$ cat src/hw/rtl/npc_pkg.sv
`timescale 1ns / 1ps
// ----------------------------------------------------------------------------
// npc_pkg
// Shared constants and types for the nearest palette color block.
// ----------------------------------------------------------------------------
package npc_pkg;

  localparam int DEF_PALETTE_DEPTH = 16;

  localparam int CFG_W     = 5;
  localparam int COLOR_W   = 8;
  localparam int ENTRY_W   = 3 * COLOR_W;
  localparam int IN_IDX_W  = 4;
  localparam int OUT_IDX_W = 4;
  localparam int SQ_W      = 2 * COLOR_W;
  localparam int DIST_W    = 18;
  localparam int DATA_W    = 32;

  localparam logic [DIST_W-1:0] START_BEST_SQ = DIST_W'(67600);
  localparam logic [CFG_W-1:0]  SIZE_RESET    = CFG_W'(1);

  localparam logic MODE_LOAD  = 1'b0;
  localparam logic MODE_PIXEL = 1'b1;

  // control that travels alongside one palette read
  typedef struct packed {
    logic valid;
    logic first;
    logic last;
    logic cmp_en;
  } npc_tag_t;

endpackage

$ cat src/hw/rtl/npc_mem.sv
`timescale 1ns / 1ps
// ----------------------------------------------------------------------------
// npc_mem
// Palette store: one write port, one registered read port.
// ----------------------------------------------------------------------------
module npc_mem
  import npc_pkg::*;
#(
  parameter int DEPTH = DEF_PALETTE_DEPTH,
  parameter int AW    = 4
) (
  input  logic               clk,
  input  logic               we,
  input  logic [AW-1:0]      waddr,
  input  logic [ENTRY_W-1:0] wdata,
  input  logic [AW-1:0]      raddr,
  output logic [ENTRY_W-1:0] rdata
);

  logic [ENTRY_W-1:0] mem [DEPTH];

  always_ff @(posedge clk) begin
    if (we) begin
      mem[waddr] <= wdata;
    end
  end

  always_ff @(posedge clk) begin
    rdata <= mem[raddr];
  end

endmodule

$ cat src/hw/rtl/npc_dist.sv
`timescale 1ns / 1ps
// ----------------------------------------------------------------------------
// npc_dist
// Shared distance unit: squared rgb distance of one entry per cycle,
// two register stages.
// ----------------------------------------------------------------------------
module npc_dist
  import npc_pkg::*;
(
  input  logic               clk,
  input  logic               rst,
  input  npc_tag_t           tag_in,
  input  logic [ENTRY_W-1:0] entry,
  input  logic [COLOR_W-1:0] pix_red,
  input  logic [COLOR_W-1:0] pix_green,
  input  logic [COLOR_W-1:0] pix_blue,
  output npc_tag_t           tag_out,
  output logic [DIST_W-1:0]  dist_sq,
  output logic [ENTRY_W-1:0] entry_out
);

  function automatic logic [SQ_W-1:0] sq_diff(input logic [COLOR_W-1:0] a,
                                              input logic [COLOR_W-1:0] b);
    logic [COLOR_W-1:0] d;
    d = (a > b) ? (a - b) : (b - a);
    return SQ_W'(d) * SQ_W'(d);
  endfunction

  npc_tag_t           tag_a;
  logic [SQ_W-1:0]    sq_r;
  logic [SQ_W-1:0]    sq_g;
  logic [SQ_W-1:0]    sq_b;
  logic [ENTRY_W-1:0] entry_a;

  // stage a: per-channel squares
  always_ff @(posedge clk) begin
    if (rst) begin
      tag_a <= '0;
    end else begin
      tag_a <= tag_in;
    end
  end

  always_ff @(posedge clk) begin
    sq_r    <= sq_diff(pix_red,   entry[3*COLOR_W-1:2*COLOR_W]);
    sq_g    <= sq_diff(pix_green, entry[2*COLOR_W-1:COLOR_W]);
    sq_b    <= sq_diff(pix_blue,  entry[COLOR_W-1:0]);
    entry_a <= entry;
  end

  // stage b: sum
  always_ff @(posedge clk) begin
    if (rst) begin
      tag_out <= '0;
    end else begin
      tag_out <= tag_a;
    end
  end

  always_ff @(posedge clk) begin
    dist_sq   <= DIST_W'(sq_r) + DIST_W'(sq_g) + DIST_W'(sq_b);
    entry_out <= entry_a;
  end

endmodule

$ cat src/hw/rtl/nearest_palette_color.sv
`timescale 1ns / 1ps
// ----------------------------------------------------------------------------
// nearest_palette_color
// Maps rgb pixels to the nearest loaded palette entry (squared distance,
// ties keep the earlier entry, entry 0 when none is within 260).
// ----------------------------------------------------------------------------
//  channel     | dir | handshake                     | payload
//  s_axis      | in  | s_axis_tvalid / s_axis_tready | tdata index,r,g,b; tuser mode
//  m_axis      | out | m_axis_tvalid / m_axis_tready | tdata r,g,b,index
//  cfg         | in  | cfg_we                        | cfg_wdata palette_size
//
//  a load beat gives no result
//  a pixel scans N entries, N = max(1, min(palette_size, PALETTE_DEPTH)):
//  one palette read per cycle through the single distance unit
//  s_axis_tready is low while a pixel is in work or its result cannot enter
//  the output register; the palette is not cleared by reset
// ----------------------------------------------------------------------------
module nearest_palette_color
  import npc_pkg::*;
#(
  parameter int PALETTE_DEPTH = DEF_PALETTE_DEPTH
) (
  input  logic              clk,
  input  logic              rst,
  // palette_size
  input  logic              cfg_we,
  input  logic [CFG_W-1:0]  cfg_wdata,
  // entry_index[3:0], red[11:4], green[19:12], blue[27:20], zero pad
  input  logic [DATA_W-1:0] s_axis_tdata,
  // mode[0]
  input  logic              s_axis_tuser,
  input  logic              s_axis_tvalid,
  output logic              s_axis_tready,
  // out_red[7:0], out_green[15:8], out_blue[23:16], out_index[27:24], zero pad
  output logic [DATA_W-1:0] m_axis_tdata,
  output logic              m_axis_tvalid,
  input  logic              m_axis_tready
);

  localparam int IW   = (PALETTE_DEPTH > 1) ? $clog2(PALETTE_DEPTH) : 1;
  localparam int DSW  = $clog2(PALETTE_DEPTH + 1);
  localparam int SW   = (CFG_W > DSW) ? CFG_W : DSW;
  localparam int LW   = (IN_IDX_W > DSW) ? IN_IDX_W : DSW;
  localparam int PADW = DATA_W - 3 * COLOR_W - OUT_IDX_W;

  typedef enum logic [3:0] {
    S_IDLE  = 4'b0001,
    S_SCAN  = 4'b0010,
    S_DRAIN = 4'b0100,
    S_DONE  = 4'b1000
  } state_t;

  state_t             state;
  logic [CFG_W-1:0]   palette_size;
  logic [COLOR_W-1:0] pix_red;
  logic [COLOR_W-1:0] pix_green;
  logic [COLOR_W-1:0] pix_blue;
  logic [IW-1:0]      cnt;
  logic [IW-1:0]      out_cnt;
  logic [IW-1:0]      last_idx;
  logic               cmp_en;
  logic [DIST_W-1:0]  best_sq;
  logic [IW-1:0]      best_idx;
  logic [ENTRY_W-1:0] best_col;
  npc_tag_t           tag_q;
  npc_tag_t           tag_out;
  logic [ENTRY_W-1:0] rd_data;
  logic [DIST_W-1:0]  dist_sq;
  logic [ENTRY_W-1:0] dist_entry;
  logic [SW-1:0]      eff_size;
  logic               accept;
  logic               load_we;
  logic               out_free;

  logic [IN_IDX_W-1:0] in_index;
  logic [COLOR_W-1:0]  in_red;
  logic [COLOR_W-1:0]  in_green;
  logic [COLOR_W-1:0]  in_blue;

  assign in_index = s_axis_tdata[IN_IDX_W-1:0];
  assign in_red   = s_axis_tdata[IN_IDX_W +: COLOR_W];
  assign in_green = s_axis_tdata[IN_IDX_W + COLOR_W +: COLOR_W];
  assign in_blue  = s_axis_tdata[IN_IDX_W + 2*COLOR_W +: COLOR_W];

  assign s_axis_tready = (state == S_IDLE);
  assign accept        = s_axis_tvalid && s_axis_tready;
  assign load_we       = accept && (s_axis_tuser == MODE_LOAD)
                         && (LW'(in_index) < LW'(PALETTE_DEPTH));
  assign out_free      = !m_axis_tvalid || m_axis_tready;

  // scan length, saturated at the depth; size zero still reads entry 0
  assign eff_size = (SW'(palette_size) > SW'(PALETTE_DEPTH)) ? SW'(PALETTE_DEPTH)
                                                             : SW'(palette_size);
  assign cmp_en   = (eff_size != '0);
  assign last_idx = cmp_en ? IW'(eff_size - SW'(1)) : '0;

  always_ff @(posedge clk) begin
    if (rst) begin
      palette_size <= SIZE_RESET;
    end else if (cfg_we) begin
      palette_size <= cfg_wdata;
    end
  end

  npc_mem #(
    .DEPTH (PALETTE_DEPTH),
    .AW    (IW)
  ) u_mem (
    .clk   (clk),
    .we    (load_we),
    .waddr (IW'(in_index)),
    .wdata ({in_red, in_green, in_blue}),
    .raddr (cnt),
    .rdata (rd_data)
  );

  // tag lines up with the registered read data
  always_ff @(posedge clk) begin
    if (rst) begin
      tag_q <= '0;
    end else begin
      tag_q.valid  <= (state == S_SCAN);
      tag_q.first  <= (cnt == '0);
      tag_q.last   <= (cnt == last_idx);
      tag_q.cmp_en <= cmp_en;
    end
  end

  npc_dist u_dist (
    .clk       (clk),
    .rst       (rst),
    .tag_in    (tag_q),
    .entry     (rd_data),
    .pix_red   (pix_red),
    .pix_green (pix_green),
    .pix_blue  (pix_blue),
    .tag_out   (tag_out),
    .dist_sq   (dist_sq),
    .entry_out (dist_entry)
  );

  always_ff @(posedge clk) begin
    if (accept && (s_axis_tuser == MODE_PIXEL)) begin
      pix_red   <= in_red;
      pix_green <= in_green;
      pix_blue  <= in_blue;
    end
  end

  // sequencer
  always_ff @(posedge clk) begin
    if (rst) begin
      state <= S_IDLE;
      cnt   <= '0;
    end else begin
      case (state)
        S_IDLE: begin
          cnt <= '0;
          if (accept && (s_axis_tuser == MODE_PIXEL)) begin
            state <= S_SCAN;
          end
        end
        S_SCAN: begin
          cnt <= cnt + IW'(1);
          if (cnt == last_idx) begin
            state <= S_DRAIN;
          end
        end
        S_DRAIN: begin
          if (tag_out.valid && tag_out.last) begin
            state <= S_DONE;
          end
        end
        S_DONE: begin
          if (out_free) begin
            state <= S_IDLE;
          end
        end
        default: begin
          state <= S_IDLE;
        end
      endcase
    end
  end

  // running best
  always_ff @(posedge clk) begin
    if (rst) begin
      best_sq  <= START_BEST_SQ;
      best_idx <= '0;
      out_cnt  <= '0;
    end else if (accept) begin
      best_sq  <= START_BEST_SQ;
      best_idx <= '0;
      out_cnt  <= '0;
    end else if (tag_out.valid) begin
      out_cnt <= out_cnt + IW'(1);
      if (tag_out.cmp_en && (dist_sq < best_sq)) begin
        best_sq  <= dist_sq;
        best_idx <= out_cnt;
      end
    end
  end

  always_ff @(posedge clk) begin
    if (tag_out.valid && ((tag_out.cmp_en && (dist_sq < best_sq)) || tag_out.first)) begin
      best_col <= dist_entry;
    end
  end

  // output register
  always_ff @(posedge clk) begin
    if (rst) begin
      m_axis_tvalid <= 1'b0;
    end else if (state == S_DONE && out_free) begin
      m_axis_tvalid <= 1'b1;
    end else if (m_axis_tready) begin
      m_axis_tvalid <= 1'b0;
    end
  end

  always_ff @(posedge clk) begin
    if (state == S_DONE && out_free) begin
      m_axis_tdata <= {{PADW{1'b0}}, OUT_IDX_W'(best_idx),
                       best_col[COLOR_W-1:0],
                       best_col[2*COLOR_W-1:COLOR_W],
                       best_col[3*COLOR_W-1:2*COLOR_W]};
    end
  end

  a_best_in_range: assert property (@(posedge clk) disable iff (rst)
    (state == S_DONE) |-> (best_idx <= last_idx))
    else $error("chosen entry lies beyond the scanned range");

  a_best_bounded: assert property (@(posedge clk) disable iff (rst)
    (best_sq <= START_BEST_SQ))
    else $error("best distance above start value");

  a_pipe_in_scan: assert property (@(posedge clk) disable iff (rst)
    tag_out.valid |-> (state == S_SCAN || state == S_DRAIN))
    else $error("distance result outside of a scan");

  a_done_after_last: assert property (@(posedge clk) disable iff (rst)
    $rose(state == S_DONE) |-> $past(tag_out.valid && tag_out.last))
    else $error("scan finished without its last entry");

endmodule
$ cat config.mk
export PLATFORM = sky130hd
export DESIGN_NAME = nearest_palette_color
export DESIGN_NICKNAME = d
export VERILOG_FILES = /design/src/hw/rtl/npc_pkg.sv /design/src/hw/rtl/npc_mem.sv /design/src/hw/rtl/npc_dist.sv /design/src/hw/rtl/nearest_palette_color.sv
export SDC_FILE = /design/constraint.sdc
export NUM_CORES = 1
export LEC_CHECK = 0
export BUFFER_PORTS_ARGS = -buffer_cell sky130_fd_sc_hd__buf_2
export CAP_MARGIN = 15
export CELL_PAD_IN_SITES_DETAIL_PLACEMENT = 1
export CELL_PAD_IN_SITES_GLOBAL_PLACEMENT = 2
export CORE_MARGIN = 10
export CORE_UTILIZATION = 41
export DETAILED_ROUTE_END_ITERATION = 8
export PLACE_DENSITY = 0.75
export SKIP_LAST_GASP = 1
export SLEW_MARGIN = 20
export SYNTH_ARGS = -nofsm -noshare
export SYNTH_HDL_FRONTEND = slang
export SYNTH_HIERARCHICAL = 1
export SYNTH_SLANG_ARGS = --single-unit
$ cat constraint.sdc
create_clock -name clk -period 6.7 [get_ports clk]
set_input_delay 1.005 -clock clk [delete_from_list [all_inputs] [get_ports clk]]
set_output_delay 1.005 -clock clk [all_outputs]
set_load 0.005 [all_outputs]
==> results.cfg <==
[cells_and_area]
ff_latch_area_sq_um = 17600
nets = 2665
area_growth_pct = 14.0
final_area_sq_um = 35100
drive_gt1_frac = 0.183
multi_input_area_sq_um = 12200
diodes = 0
nFillCells = 7430

[yosys]
ys_warn_count = 6
synth_top_area_frac = 0.449
ys_seq_area_frac = 0.571
mappedNetlistArea_sq_um = 30800
synth-edff-count = 460
synth_common_cells = edfxtp_1, inv_1, dfxtp_1, ha_1, nor2_1
synth.avg_cell_area_sq_um = 13.8
synth_top_cell_by_area = edfxtp_1
synthCells = 2224
synth-async-reset-ratio = 0
synth_area_leaders = edfxtp_1, dfxtp_1, ha_1
synth.distinct_cells = 80
synth_flop_cell = edfxtp_1
ys_ff_latch = 647
yosysMostFrequentCell = edfxtp_1

[clock_network]
cts_num_sinks = 647
cts-buffers-inserted = 71
cts_tree = done
htree_levels = 3
clockBufferDepth = 3
cts_root_buf = clkbuf_16
clk_pin_slew_ns = 0.06
clkLatencyLatePin_ns = 0.61

[global_routing]
grt_pass1_wl_microns = 116000
grt_max_degree = 102
gr-total-overflow = 0
grt_pass1_vias = 19500
grtUsageTotal = 0.173
grt_antenna_before_repair = 3

[pwr]
power_density_nw_per_um2 = 529
peakVddDrop_v = 0.000431
p_leak_nw = 13.3

[timing]
hold_violations = 0
period_share = 0.964
skew_ns = 0.0200
max_slew_margin = 0.282
tightest_slew_ns = 1.07
min_period_ns = 6.46
fin_tns_setup_ns = 0
fin_hold_ws_ns = 0.326
setup_viol = 0
rsz0062_at_grt = yes
drv_slew = 0
fmax_ghz = 0.155

[placed_design]
io_buffers = 68
globalplace.congestion = 0.831
place_area_sq_um = 32400
hpwl_microns = 48000

[routing]
ant_nets = 0
wl_per_cell_microns = 22.1
drt-initial-drc-count = 1174
dr.pass1.iters = 6
vias = 18200
drc = 0
drt_wl_total_microns = 74600
viasPerCell = 5.37

[setup_path]
crit_arrival_ns = 6.99
cp.required_ns = 7.24
cp_max_fo = 4
critical_path.startpoint_type = flop
startpoint = pix_blue[0]$_DFFE_PP_
end_kind = flop
critical_path_class = flop to flop
r2r-start = pix_blue[0]$_DFFE_PP_

[floorplanning]
ioPinCount = 77
die_h_microns = 294
die_w_microns = 294
rows = 100
fp.coreArea_sq_um = 74400
initial_core_util = 0.413
die_area_sq_um = 86400

[min_path]
min_path_type = flop to flop
hold_start = u_dist/entry_a[10]$_DFF_P_

[run]
cap_violations = 0

[run_status]
status = finished clean
## cell usage in the layout (no fill, tap or decap), drive strengths merged, types with 59 or more instances in the layout
cell	netlist	routed
edfxtp	460	460
inv	232	236
dfxtp	187	187
ha	187	187
nor2	148	148
buf	41	140
mux4	96	96
clkbuf	47	96
fa	82	82
a21oi	79	79
nand2	63	63
xnor2	59	59
## worst paths after layout
check                           cells past startpoint  slack [ns]                           end
worst max-delay path                               27        0.24       u_dist/sq_b[15]$_DFF_P_
worst min-delay path                                0        0.33  u_dist/entry_out[10]$_DFF_P_
worst max register to register                     27        0.24       u_dist/sq_b[15]$_DFF_P_
worst min register to register                      0        0.33  u_dist/entry_out[10]$_DFF_P_
## critical path: stages, from the launching register on
cell	delay, ns
edfxtp_1	0.39
inv_1	0.07
ha_1	0.17
inv_1	0.06
fa_1	0.41
a21o_1	0.25
a21boi_2	0.22
a211oi_4	0.13
a2111oi_4	0.29
buf_4	0.17
o21a_1	0.16
nor2_1	0.10
or2_1	0.27
fa_1	0.55
inv_1	0.08
fa_1	0.51
fa_1	0.55
inv_1	0.06
fa_1	0.53
inv_1	0.04
ha_1	0.24
nor3_2	0.20
a21boi_2	0.21
o21ai_0	0.12
a21oi_1	0.21
o21bai_1	0.08
a21oi_1	0.17
xor2_1	0.16
## sequential cells by signal (all words and copies together) (netlist names), 18 cells and up
register / cells
best_col: 24
m_axis_tdata: 28
best_sq: 18
u_dist/entry_a: 24
u_mem/rdata: 24
u_dist/dist_sq: 18
u_dist/entry_out: 24
u_mem/mem: 384
## report_power, final
part	switching, mW	internal, mW
sequential	0.127	4.70
clock	1.61	2.28
combinational	5.58	4.27
total	7.32	11.2
## cell families after synthesis
logic type               after synthesis  share of synthesized area
adder cells (fa/ha/maj)              269                      0.129
AO/OA/AOI/OAI                        335                     0.0766
multiplexers                         119                     0.0779
AND/OR/NAND/NOR                      439                     0.0739
flip-flops                           647                      0.571
XOR/XNOR                              93                     0.0275
buffers and inverters                320                     0.0437
other                                  2                   0.000244
## layout make-up
class                           count  share of cell area
Clock buffer                       96              0.0561
Clock inverter                     35              0.0105
Inverter                          232              0.0248
Multi-Input combinational cell   1261               0.347
Sequential cell                   647               0.501
Tap cell                          969              0.0346
Timing Repair Buffer              140              0.0264
## per-layer routing
metal | track usage | vias up | wire (microns)
met5 | 0 | - | 46
met1 | 0.215 | 9319 | 31500
met4 | 0.0452 | 6 | 1510
met3 | 0.0255 | 96 | 2790
li1 | - | 8401 | -
met2 | 0.309 | 335 | 38800
## timing repair
item	4_1_cts	5_1_grt
endpoints found under the hold margin	0	0
gates cloned	0	0
pin swaps	0	11
gates resized for setup	1	45
buffers inserted	0	11
hold buffers	0	0
setup endpoints to repair	1	12
## through the flow
| step | utilization | std cells | setup slack [ns] | power, mW |
|---|---|---|---|---|
| after global placement | 0.436 | 3238 | 0.161 | 14.4 |
| after detailed placement | 0.436 | 3238 | 0.00960 | 14.6 |
| after floorplan | - | 2228 | 0.479 | 12.2 |
| after CTS | 0.467 | 3369 | 0.0419 | 18.6 |
| final | 0.471 | 3380 | 0.242 | 18.6 |
| after global routing | 0.471 | 3380 | -0.112 | 20.4 |
(Power assumes the default switching activity.)
